## src/sv/ecal_pkg.sv

```systemverilog
`timescale 1ns / 1ps

package ecal_pkg;

  // Word widths
  localparam int COUNT_W = 32;
  localparam int DAYS_W  = 16;
  localparam int TOD_W   = 17;

  // Register stages from the accepting edge to the strobe
  localparam int PIPE_DEPTH = 10;

  // Stages that the time-of-day word waits for the date path
  localparam int TIME_DELAY = 4;

  // Divide by 86400 as a shift by 7 and a divide by 675
  localparam logic [15:0] RECIP_675  = 16'd49710;   // floor(2^25 / 675)
  localparam logic [9:0]  DIV_675    = 10'd675;

  // Time-of-day and weekday reciprocals
  localparam logic [11:0] RECIP_60   = 12'd2184;    // floor(2^17 / 60)
  localparam logic [5:0]  RECIP_3600 = 6'd36;       // floor(2^17 / 3600)
  localparam logic [13:0] RECIP_7    = 14'd9362;    // floor(2^16 / 7)
  localparam logic [5:0]  DIV_60     = 6'd60;
  localparam logic [11:0] DIV_3600   = 12'd3600;
  localparam logic [2:0]  DIV_7      = 3'd7;

  // Epoch day 0 is a Thursday: JDN 2440588 mod 7 = 3
  localparam logic [1:0]  WDAY_BIAS  = 2'd3;

  // 4 * (2440588 + 32044) + 3
  localparam logic [23:0] XB_OFFSET  = 24'd9890531;

  // 400-year cycle limits: 146097 * 68 and 146097 * 69
  localparam logic [23:0] CYC_EDGE_1 = 24'd9934596;
  localparam logic [23:0] CYC_EDGE_2 = 24'd10080693;

  // Four-year cycle
  localparam logic [9:0]  RECIP_1461 = 10'd717;     // floor(2^20 / 1461)
  localparam logic [10:0] DIV_1461   = 11'd1461;

  // Month span
  localparam logic [3:0]  RECIP_153  = 4'd13;       // floor(2^11 / 153)
  localparam logic [7:0]  DIV_153    = 8'd153;
  localparam logic [3:0]  MONTH_WRAP = 4'd10;

  // 100 * 67 - 4800
  localparam logic [11:0] YEAR_ORIGIN = 12'd1900;

  typedef struct packed {
    logic [4:0] hour;
    logic [5:0] minute;
    logic [5:0] second;
    logic [2:0] weekday;
  } time_word_t;

  // 146097 * (67 + offset): start of the 400-year cycle in the 4a+3 scale
  function automatic logic [23:0] cycle_base(input logic [1:0] bo);
    logic [23:0] base;
    case (bo)
      2'd0:    base = 24'd9788499;
      2'd1:    base = 24'd9934596;
      2'd2:    base = 24'd10080693;
      default: base = 24'd10080693;
    endcase
    return base;
  endfunction

  // (153 * m + 2) / 5: day offset of a March-based month
  function automatic logic [8:0] month_start(input logic [3:0] m);
    logic [8:0] ms;
    case (m)
      4'd0:    ms = 9'd0;
      4'd1:    ms = 9'd31;
      4'd2:    ms = 9'd61;
      4'd3:    ms = 9'd92;
      4'd4:    ms = 9'd122;
      4'd5:    ms = 9'd153;
      4'd6:    ms = 9'd184;
      4'd7:    ms = 9'd214;
      4'd8:    ms = 9'd245;
      4'd9:    ms = 9'd275;
      4'd10:   ms = 9'd306;
      4'd11:   ms = 9'd337;
      default: ms = 9'd0;
    endcase
    return ms;
  endfunction

  // 100 * offset of the century within the 400-year cycle
  function automatic logic [7:0] century_years(input logic [1:0] bo);
    logic [7:0] cy;
    case (bo)
      2'd0:    cy = 8'd0;
      2'd1:    cy = 8'd100;
      2'd2:    cy = 8'd200;
      default: cy = 8'd200;
    endcase
    return cy;
  endfunction

endpackage

```

## src/sv/epoch_seconds_to_calendar_date_core.sv

```systemverilog
`timescale 1ns / 1ps

// Channel   Handshake                 Word
// ------    ---------                 ----
// input     start, busy               seconds_count
// result    done (one-cycle strobe)   year, month, day_of_month,
//                                     hour, minute, second, weekday
//
// One word is taken at every edge where start is high and busy is low, so the converter
// sustains one word per clock. Each result is held on the ports for one cycle, after its
// word has passed the registered stages of the pipeline; the depth is set by the chain of
// reciprocal multiplies and correction steps in the date path. Synchronous reset drops
// every word in flight; busy is high only while reset is held. The receiver cannot stall,
// so nothing in the pipeline ever waits.
module epoch_seconds_to_calendar_date_core (
  input  logic                          clk,
  input  logic                          rst,
  input  logic                          start,
  output logic                          busy,
  input  logic [ecal_pkg::COUNT_W-1:0]  seconds_count,
  output logic                          done,
  output logic [11:0]                   year,
  output logic [3:0]                    month,
  output logic [4:0]                    day_of_month,
  output logic [4:0]                    hour,
  output logic [5:0]                    minute,
  output logic [5:0]                    second,
  output logic [2:0]                    weekday
);
  import ecal_pkg::*;

  // Refuse words only while reset is applied
  assign busy = rst;

  // Stage 1: capture the accepted word
  logic               v1;
  logic [COUNT_W-1:0] count1;

  always_ff @(posedge clk) begin
    if (rst) begin
      v1 <= 1'b0;
    end else begin
      v1 <= start && !busy;
    end
    count1 <= seconds_count;
  end

  // Stages 2 and 3: whole days and second of the day
  logic              v3;
  logic [DAYS_W-1:0] days3;
  logic [TOD_W-1:0]  tod3;

  ecal_day_split u_day_split (
    .clk       (clk),
    .rst       (rst),
    .in_valid  (v1),
    .count     (count1),
    .out_valid (v3),
    .days      (days3),
    .tod       (tod3)
  );

  // Stages 4 to 10: hour, minute, second and weekday, delayed to line up
  time_word_t tw;

  ecal_time_split u_time_split (
    .clk  (clk),
    .days (days3),
    .tod  (tod3),
    .tw   (tw)
  );

  // Stages 4 to 10: Gregorian date from the day count; carries the strobe
  ecal_civil_date u_civil_date (
    .clk          (clk),
    .rst          (rst),
    .in_valid     (v3),
    .days         (days3),
    .out_valid    (done),
    .year         (year),
    .month        (month),
    .day_of_month (day_of_month)
  );

  assign hour    = tw.hour;
  assign minute  = tw.minute;
  assign second  = tw.second;
  assign weekday = tw.weekday;

endmodule

```

## src/sv/ecal_day_split.sv

```systemverilog
`timescale 1ns / 1ps

module ecal_day_split (
  input  logic                          clk,
  input  logic                          rst,
  input  logic                          in_valid,
  input  logic [ecal_pkg::COUNT_W-1:0]  count,
  output logic                          out_valid,
  output logic [ecal_pkg::DAYS_W-1:0]   days,
  output logic [ecal_pkg::TOD_W-1:0]    tod
);
  import ecal_pkg::*;

  // Stage 2: reciprocal product of count / 128
  logic        v2;
  logic [24:0] xhi;
  logic [6:0]  lo7;
  logic [40:0] prod;

  always_ff @(posedge clk) begin
    if (rst) begin
      v2 <= 1'b0;
    end else begin
      v2 <= in_valid;
    end
    xhi  <= count[31:7];
    lo7  <= count[6:0];
    prod <= 41'(count[31:7]) * 41'(RECIP_675);
  end

  // Stage 3: estimate is low by at most one; correct once
  logic [15:0] q0;
  logic [25:0] back;
  logic [25:0] rem;
  logic [15:0] days_next;
  logic [9:0]  r_next;

  always_comb begin
    q0   = prod[40:25];
    back = 26'(q0) * 26'(DIV_675);
    rem  = {1'b0, xhi} - back;
    if (rem >= 26'(DIV_675)) begin
      days_next = q0 + 16'd1;
      r_next    = 10'(rem - 26'(DIV_675));
    end else begin
      days_next = q0;
      r_next    = rem[9:0];
    end
  end

  always_ff @(posedge clk) begin
    if (rst) begin
      out_valid <= 1'b0;
    end else begin
      out_valid <= v2;
    end
    days <= days_next;
    tod  <= {r_next, lo7};
  end

endmodule

```

## src/sv/ecal_time_split.sv

```systemverilog
`timescale 1ns / 1ps

module ecal_time_split (
  input  logic                         clk,
  input  logic [ecal_pkg::DAYS_W-1:0]  days,
  input  logic [ecal_pkg::TOD_W-1:0]   tod,
  output ecal_pkg::time_word_t         tw
);
  import ecal_pkg::*;

  // Stage 4: reciprocal products
  logic [16:0] tod4;
  logic [15:0] wx;
  logic [28:0] ptm;
  logic [22:0] phr;
  logic [29:0] pw;

  always_ff @(posedge clk) begin
    tod4 <= tod;
    wx   <= days + 16'(WDAY_BIAS);
    ptm  <= 29'(tod) * 29'(RECIP_60);
    phr  <= 23'(tod) * 23'(RECIP_3600);
    pw   <= 30'(days + 16'(WDAY_BIAS)) * 30'(RECIP_7);
  end

  // Stage 5: corrected quotients and remainders
  logic [10:0] tm0, tm_next;
  logic [16:0] rem_m;
  logic [5:0]  sec_next;
  logic [4:0]  h0, hour_next;
  logic [16:0] rem_h;
  logic [12:0] w0;
  logic [15:0] rem_w;
  logic [2:0]  wday_next;

  always_comb begin
    tm0   = ptm[27:17];
    rem_m = tod4 - 17'(tm0) * 17'(DIV_60);
    if (rem_m >= 17'(DIV_60)) begin
      tm_next  = tm0 + 11'd1;
      sec_next = 6'(rem_m - 17'(DIV_60));
    end else begin
      tm_next  = tm0;
      sec_next = rem_m[5:0];
    end

    h0    = phr[21:17];
    rem_h = tod4 - 17'(h0) * 17'(DIV_3600);
    hour_next = (rem_h >= 17'(DIV_3600)) ? h0 + 5'd1 : h0;

    w0    = pw[28:16];
    rem_w = wx - 16'(w0) * 16'(DIV_7);
    wday_next = (rem_w >= 16'(DIV_7)) ? 3'(rem_w - 16'(DIV_7)) : rem_w[2:0];
  end

  logic [10:0] tm5;
  logic [4:0]  hour5;
  logic [5:0]  sec5;
  logic [2:0]  wday5;

  always_ff @(posedge clk) begin
    tm5   <= tm_next;
    hour5 <= hour_next;
    sec5  <= sec_next;
    wday5 <= wday_next;
  end

  // Stage 6: minute from minute-of-day
  time_word_t tw6;
  logic [10:0] min_full;

  assign min_full = tm5 - 11'(hour5) * 11'(DIV_60);

  always_ff @(posedge clk) begin
    tw6.hour    <= hour5;
    tw6.minute  <= min_full[5:0];
    tw6.second  <= sec5;
    tw6.weekday <= wday5;
  end

  // Stages 7 to 10: hold in step with the date path
  time_word_t dly [TIME_DELAY];

  always_ff @(posedge clk) begin
    dly[0] <= tw6;
    for (int i = 1; i < TIME_DELAY; i++) begin
      dly[i] <= dly[i-1];
    end
  end

  assign tw = dly[TIME_DELAY-1];

endmodule

```

## src/sv/ecal_civil_date.sv

```systemverilog
`timescale 1ns / 1ps

module ecal_civil_date (
  input  logic                         clk,
  input  logic                         rst,
  input  logic                         in_valid,
  input  logic [ecal_pkg::DAYS_W-1:0]  days,
  output logic                         out_valid,
  output logic [11:0]                  year,
  output logic [3:0]                   month,
  output logic [4:0]                   day_of_month
);
  import ecal_pkg::*;

  logic v4, v5, v6, v7, v8, v9;

  always_ff @(posedge clk) begin
    if (rst) begin
      v4        <= 1'b0;
      v5        <= 1'b0;
      v6        <= 1'b0;
      v7        <= 1'b0;
      v8        <= 1'b0;
      v9        <= 1'b0;
      out_valid <= 1'b0;
    end else begin
      v4        <= in_valid;
      v5        <= v4;
      v6        <= v5;
      v7        <= v6;
      v8        <= v7;
      v9        <= v8;
      out_valid <= v9;
    end
  end

  // Stage 4: 4a + 3 with a = days + epoch JDN + 32044
  logic [23:0] xb;

  always_ff @(posedge clk) begin
    xb <= {6'd0, days, 2'b00} + XB_OFFSET;
  end

  // Stage 5: century cycle and day within it
  logic [1:0]  bo_next;
  logic [23:0] diff_b;
  logic [1:0]  bo5;
  logic [15:0] c5;

  always_comb begin
    bo_next = 2'(xb >= CYC_EDGE_1) + 2'(xb >= CYC_EDGE_2);
    diff_b  = xb - cycle_base(bo_next);
  end

  always_ff @(posedge clk) begin
    bo5 <= bo_next;
    c5  <= diff_b[17:2];
  end

  // Stage 6: reciprocal product for the four-year cycle
  logic [1:0]  bo6;
  logic [17:0] xd6;
  logic [27:0] pd6;

  always_ff @(posedge clk) begin
    bo6 <= bo5;
    xd6 <= {c5, 2'b11};
    pd6 <= 28'({c5, 2'b11}) * 28'(RECIP_1461);
  end

  // Stage 7: year within the cycle and day within the year
  logic [6:0]  dq0, d_next;
  logic [17:0] rem_d;
  logic [10:0] rd;
  logic [1:0]  bo7;
  logic [6:0]  d7;
  logic [8:0]  e7;

  always_comb begin
    dq0   = pd6[26:20];
    rem_d = xd6 - 18'(dq0) * 18'(DIV_1461);
    if (rem_d >= 18'(DIV_1461)) begin
      d_next = dq0 + 7'd1;
      rd     = 11'(rem_d - 18'(DIV_1461));
    end else begin
      d_next = dq0;
      rd     = rem_d[10:0];
    end
  end

  always_ff @(posedge clk) begin
    bo7 <= bo6;
    d7  <= d_next;
    e7  <= rd[10:2];
  end

  // Stage 8: reciprocal product for the month span
  logic [1:0]  bo8;
  logic [6:0]  d8;
  logic [8:0]  e8;
  logic [10:0] xm8;
  logic [14:0] pm8;
  logic [10:0] xm_next;

  assign xm_next = 11'(e7) * 11'd5 + 11'd2;

  always_ff @(posedge clk) begin
    bo8 <= bo7;
    d8  <= d7;
    e8  <= e7;
    xm8 <= xm_next;
    pm8 <= 15'(xm_next) * 15'(RECIP_153);
  end

  // Stage 9: March-based month
  logic [3:0]  mq0, m_next;
  logic [10:0] rem_m;
  logic [1:0]  bo9;
  logic [6:0]  d9;
  logic [8:0]  e9;
  logic [3:0]  m9;

  always_comb begin
    mq0    = pm8[14:11];
    rem_m  = xm8 - 11'(mq0) * 11'(DIV_153);
    m_next = (rem_m >= 11'(DIV_153)) ? mq0 + 4'd1 : mq0;
  end

  always_ff @(posedge clk) begin
    bo9 <= bo8;
    d9  <= d8;
    e9  <= e8;
    m9  <= m_next;
  end

  // Stage 10: fold back to January-based month and calendar year
  logic       carry;
  logic [8:0] mday_full;

  always_comb begin
    carry     = (m9 >= MONTH_WRAP);
    mday_full = e9 - month_start(m9) + 9'd1;
  end

  always_ff @(posedge clk) begin
    day_of_month <= mday_full[4:0];
    month        <= carry ? m9 - 4'd9 : m9 + 4'd3;
    year         <= YEAR_ORIGIN + 12'(century_years(bo9)) + 12'(d9) + 12'(carry);
  end

endmodule

```

## config.mk

```make
export PLATFORM = sky130hd
export DESIGN_NAME = epoch_seconds_to_calendar_date_core
export DESIGN_NICKNAME = d
export VERILOG_FILES = /design/src/sv/ecal_pkg.sv /design/src/sv/epoch_seconds_to_calendar_date_core.sv /design/src/sv/ecal_day_split.sv /design/src/sv/ecal_time_split.sv /design/src/sv/ecal_civil_date.sv
export SDC_FILE = /design/constraint.sdc
export NUM_CORES = 2
export LEC_CHECK = 0
export BUFFER_PORTS_ARGS = -buffer_cell sky130_fd_sc_hd__buf_2
export CAP_MARGIN = 20
export CORE_MARGIN = 3
export CORE_UTILIZATION = 57
export CTS_CLUSTER_DIAMETER = 100
export DETAILED_ROUTE_END_ITERATION = 7
export PLACE_DENSITY_LB_ADDON = 0.15
export SLEW_MARGIN = 25
export SYNTH_ARGS = -nofsm -noshare
export SYNTH_HDL_FRONTEND = slang
export SYNTH_HIERARCHICAL = 1
export SYNTH_SLANG_ARGS = --single-unit
```

## constraint.sdc

```tcl
create_clock -name clk -period 7.53 [get_ports clk]
set_input_delay 1.1295 -clock clk [delete_from_list [all_inputs] [get_ports clk]]
set_output_delay 1.1295 -clock clk [all_outputs]
set_load 0.005 [all_outputs]
```

==> After elaboration in Yosys (flattened, before gate mapping) <==
Memories as Yosys holds them, arrays and structs flattened. A register that Yosys moved wholly into a read port is not among the register bits.
Index checks and enable logic that the tools add are counted.
{ "totals": {"ramBits": 80, "mem_count": 2, "inputBits": 35, "reg_bits": 477, "mem_bits_ro": 144} }
{ "classes": {"n_reduce_logical": 4, "add_sub_neg": 29, "muxes": 12, "n_mul": 14, "eq_ne": 2, "n_lt_le_gt_ge": 9} }
{ "mem_list": {"columns": ["memory", "depth", "width", "rd", "rd_clocked_by_memory_dff", "wr", "line_no", "source"], "rows": [
  ["(no name shown)", 16, 9, 1, 1, 0, "ecal_pkg.sv:72", "case (m)"],
  ["u_time_split.dly", 4, 20, 4, 0, 4, "ecal_time_split.sv:82", "time_word_t dly [TIME_DELAY];"]
]} }
{ "ops": {"columns": ["operator", "n"], "rows": [
  ["$ge 24x24->1 const B", 2],
  ["$mul 25x15->40 const B", 1],
  ["$pmux 18 s2", 1],
  ["$sub 18x18->18", 2],
  ["$sub 17x17->17", 2],
  ["$mul 11x4->15 const B", 2],
  ["$mul 17x13->28 const B", 1],
  ["$mul 18x10->27 const B", 1],
  ["$ge 26x10->1 const B", 1],
  ["$mul 16x10->26 const B", 1],
  ["$sub 25x26->26", 1],
  ["$mul 17x9->25 const B", 1],
  ["$add 18x24->24 const B", 1],
  ["$mul 17x4->20 const B", 1],
  ["$ge 18x11->1 const B", 1],
  ["$mul 7x11->18 const B", 1],
  ["$add 16x2->17 const B", 1],
  ["$ge 17x12->1 const B", 1],
  ["$ge 17x6->1 const B", 1],
  ["$add 16x1->16 const B", 1],
  ["$add 16x2->16 const B", 1],
  ["$ge 16x3->1 const B", 1],
  ["$mul 13x3->16 const B", 1],
  ["$mux 16", 1],
  ["other kinds (37)", 42]
]} }

==> Depth between registers and ports, before layout <==
{ "logic_depth": {"depth_word": 5, "depth_mapped": 23} }

==> Modules after synthesis <==
Netlist, hierarchy kept.
{ "by_module_without_submodules": {"columns": ["mod", "cells_per_inst", "instances", "area_each_um2"], "rows": [
  ["ecal_time_split", 1220, 1, 12573.3],
  ["ecal_civil_date", 1272, 1, 12568.3],
  ["ecal_day_split", 1194, 1, 11703.7],
  ["epoch_seconds_to_calendar_date_core", 35, 1, 681.9]
]} }

==> Worst setup path after synthesis <==
OpenSTA, ideal clock, no wires.
{ "synth_path": {"path_type": "reg2reg", "start": "register u_day_split.prod[29]", "end": "register u_day_split/days[1] (netlist bit)", "stages_incl_launch_ff": 19, "arrival_time_ns": 5.293, "required_ns": 7.409, "path_slack_ns": 2.116, "setup_time_ns": 0.121, "path_buffers": 2, "path_cell_list": "dfxtp_1 ha_1 fa_1 fa_1 fa_1 fa_1 inv_1 ha_1 buf_2 a211oi_2 o21bai_1 a221o_1 a31oi_1 a31oi_1 xnor2_1 o2111ai_1 or3_4 buf_6 mux2_4"} }
{ "synth_between": {"elab_chain_cells": 4} }
{ "synth_lines": {"columns": ["item", "line_no", "source"], "rows": [
  ["start: declaration", "ecal_day_split.sv:18", "logic [40:0] prod;"],
  ["start signal: assignment", "ecal_day_split.sv:28", "prod <= 41'(count[31:7]) * 41'(RECIP_675);"],
  ["$mul 16x10->26", "ecal_day_split.sv:40", "back = 26'(q0) * 26'(DIV_675);"],
  ["$sub 25x26->26", "ecal_day_split.sv:41", "rem = {1'b0, xhi} - back;"],
  ["$ge 26x10->1", "ecal_day_split.sv:42", "if (rem >= 26'(DIV_675)) begin"],
  ["$mux 16", "ecal_day_split.sv:42", null],
  ["named net u_day_split.days_next[1]", "ecal_day_split.sv:35", "logic [15:0] days_next;"],
  ["end signal: assignment", "ecal_day_split.sv:57", "days <= days_next;"],
  ["end: declaration", "ecal_day_split.sv:9", "output logic [ecal_pkg::DAYS_W-1:0] days,"]
]} }
The timed path passes the listed nets, and every way through them passes these cells.
A chain may end at the register's enable or synchronous reset.

==> Final worst setup path <==
{ "layout_path": {"start": "register u_day_split.prod[34]", "end": "register u_day_split/days[15] (netlist bit)"} }
{ "layout_between": {"elab_chain_cells": 4, "word_cells_on_any_way": 5} }
{ "layout_lines": {"columns": ["item", "line_no"], "rows": [
  ["$mul 16x10->26", "ecal_day_split.sv:40"],
  ["$sub 25x26->26", "ecal_day_split.sv:41"],
  ["$ge 26x10->1", "ecal_day_split.sv:42"],
  ["$mux 16 *", "ecal_day_split.sv:42"],
  ["named net u_day_split.days_next[15]", "ecal_day_split.sv:35"]
]} }
Mark *: on every way through the listed nets, which the timed path passes. The rest lies on a longest branch.

==> metrics.cfg <==
[cells_and_area]
num_antenna_cells=0
nets=4965
drive_gt1_share_pct=6.23
area_delta_synth_final_pct=8.65
fillers=5491

[global_routing]
grt_antenna_before_repair=0
grt_pass1_wl_um=118000
grt_pass1_vias=25100
track_usage_pct=20.2
grt_max_degree=17
grt_overflow=0

[placement]
routabilityCongestion=0.838
pre_cts_ws_ns=1.25
dp_hpwl_um=55900
port_buffers=77

[drt]
drtIter0Drc=798
firstDrtPassIters=5
wirelength_um=67600
wl_per_cell_um=14.3
drcViolationCount=0
ant_nets=0
dr_total_vias=24300
via_per_inst=5.14

[logic_synthesis]
synth_edf_count=0
synth_top_flop_cell=dfxtp_1
synth_cells=3721
ys_seq_area_share_pct=24.4
synth.avg_cell_area_um2=10.1
syn_nets=4860
ys_ff_latch=457
ys_warn_count=6
yosysUniqueCellTypes=103
synth_top_area_cell=ha_1
async_flop_share_pct=0
synthTopCellsByArea=ha_1 (25%), dfxtp_1 (24%), fa_1 (18%)
synth_top_area_share_pct=25.3
netlist_area_mm2=0.0375

[floorplanning]
die_h_um=263
start_util_pct=57.9
core_area_mm2=0.0648
fp.dieW_um=263
rows=93
die_area_mm2=0.0690
io_pins=78

[worst_hold_path]
hp-start=count1[4]$_DFF_P_
hp-class=flip-flop to flip-flop
min_path_cells=0

[timing]
fin_crit_sh_pct=80.4
fmax_mhz=165
layout_setup_ws_ns=1.48
drv_slew=0
tightest_slew_ns=0.793
period_needed_ns=6.05
clock_skew_ns=0.0342
hold_viol=0
slew_headroom_pct=45.8
setup_tns_ns=0
rsz0062_at_grt=false
finalSetupViolCount=0

[cts]
cts_tree=built
cts.sinks=457
cts_max_level=2
numCtsBuffers=53
post_cts_resized=0
clk_path_buf_depth=3
cts.clk_slew.worst_paths_ns=0.06
clk_latency_ns=0.61
postCtsHoldBufs=0
cts_setup_buffers=0
cts_root_buf=clkbuf_16

[critical_path]
path_cells=ha_1 -> fa_1 -> fa_1 -> inv_1 -> fa_1 -> inv_1 -> fa_1 -> inv_1 -> ha_1 -> a21oi_1 -> nand2_1 -> a211oi_1 -> o21ai_0 -> o2bb2ai_1 -> nand3_1 -> o2111ai_1 -> nor3_4 -> nor4_1 -> xnor2_1
cp-startpoint=u_day_split/prod[34]$_DFF_P_
crit-reg2reg-launch=u_day_split/prod[34]$_DFF_P_
slowest_delay_ns=0.66
r2r_cells=19
end_kind=flip-flop
cp_common_cell=fa_1
critPathKind=flip-flop to flip-flop
cp.arrival_ns=6.52
slowest_stage=nor3_4
crit_required_ns=7.99
worstPathMaxFanout=14
start_kind=flip-flop

[run_status]
outcome=completed

[run]
maxCapViolCount=0

[cell usage after synthesis (all sizes together), types with 5 or more instances]
master     n
and4       8
nand2    108
o31a       9
o31ai      8
a211o      6
nand4     18
mux2      14
a21boi     9
xor2      75
or3       16
nor3      52
o22ai     10
a31oi     18
nor2     152
dfxtp    457
nand3b     5
o211ai    19
and3      24
o2111a     6
buf       12
o21ai    103
xnor2    167
a211oi    31
nor2b     34
clkbuf    15
o21bai    19
nand2b    21
fa       344
or2       12
mux2i     12
nor4      11
and2      19
a21oi    136
a2111oi   11
inv      790
a31o       5
ha       760
nand3     46
a21o      52
a41oi      6
o2111ai    8
o21a      33
[critical path: cells and delay by family, from the launching register on]
kind / cells / cell delay (ns)
fa+ha+maj: 6 / 2.75
compound gates: 5 / 1.23
simple gates: 4 / 1.04
flops: 1 / 0.61
xor+xnor: 1 / 0.16
buf+inv: 3 / 0.15
[routing by layer]
layer | GRT usage [%] | wire length [µm] | vias up
met5 | 0 | 0 | -
li1 | - | - | 12500
met3 | 2.57 | 1870 | 105
met4 | 5.48 | 1590 | 0
met2 | 35.7 | 32800 | 269
met1 | 26.0 | 31300 | 11500
[path summary, 6_finish.rpt]
path	endpoint	slack [ns]
max	u_day_split/days[15]$_DFF_P_	1.48
min	u_day_split/lo7[4]$_DFF_P_	0.31
max reg2reg	u_day_split/days[15]$_DFF_P_	1.48
min reg2reg	u_day_split/lo7[4]$_DFF_P_	0.31
[cell families (layout without fill, tap and decap cells)]
family | after synthesis | in the layout | synth area share [%]
AOI/OAI and AO/OA | 532 | 532 | 9.75
xor gates and xnor gates | 242 | 242 | 5.74
adders and majority gates | 1104 | 1104 | 43.7
buffers and inverters | 817 | 966 | 8.29
DFF | 457 | 457 | 24.4
muxes | 26 | 26 | 0.790
and+or+nand+nor | 543 | 543 | 7.37
[state kept, by name, indices dropped and copies added (netlist names), 9 cells and up, named ones only]
register / count
u_time_split/wx: 16
u_civil_date/e7: 9
u_time_split/tod4: 17
u_day_split/xhi: 25
u_civil_date/xb: 18
u_time_split/tw6: 20
count1: 32
u_day_split/tod: 17
u_time_split/dly: 80
u_day_split/prod: 16
u_day_split/days: 16
u_civil_date/year: 12
u_civil_date/xd6: 16
u_time_split/pw: 13
u_civil_date/c5: 16
u_civil_date/xm8: 9
u_time_split/ptm: 11
[layout by cell type, fill, tap and decap left out, types with 8 or more instances in the layout]
master	n
and3_1	24
inv_1	790
a2111oi_0	8
a21o_1	52
nor2_1	151
and4_1	8
nand3_1	46
o211ai_1	17
o21ai_0	94
or2_2	11
o22ai_1	9
bufinv_16	8
dfxtp_1	457
a21oi_1	134
clkbuf_16	53
nand4_1	18
xor2_1	75
mux2i_1	12
a211oi_1	25
a31oi_1	18
nor2b_1	32
and2_1	18
nand2b_1	21
nor3_1	51
o21a_1	33
or3_1	15
o31a_1	9
fa_1	344
o21bai_1	18
nand2_1	107
xnor2_1	164
o2111ai_1	8
ha_1	760
buf_2	77
[stage by stage]
step	utilization (%)	area, µm²	cells	hold WS, ns
floorplan	-	37500	3721	0.310
global placement	59.9	38800	4626	0.310
detailed placement	59.9	38800	4626	0.312
CTS	62.9	40800	4725	0.307
global route	62.9	40800	4725	0.319
finish	62.9	40800	4725	0.313
[final cells by class]
type                    count  area [µm²]  area share (%)
inverters                 790        2970            7.27
well taps                 855        1070            2.62
flip-flops and latches    457        9150            22.4
clock inverters            37         508            1.25
repair buffers             77         385           0.945
clock buffers              62        1420            3.48
multi-input cells        2447       25300            62.0
Power is not shown: default switching activity piles up to over one toggle a cycle in this logic, so the estimate is an artifact.
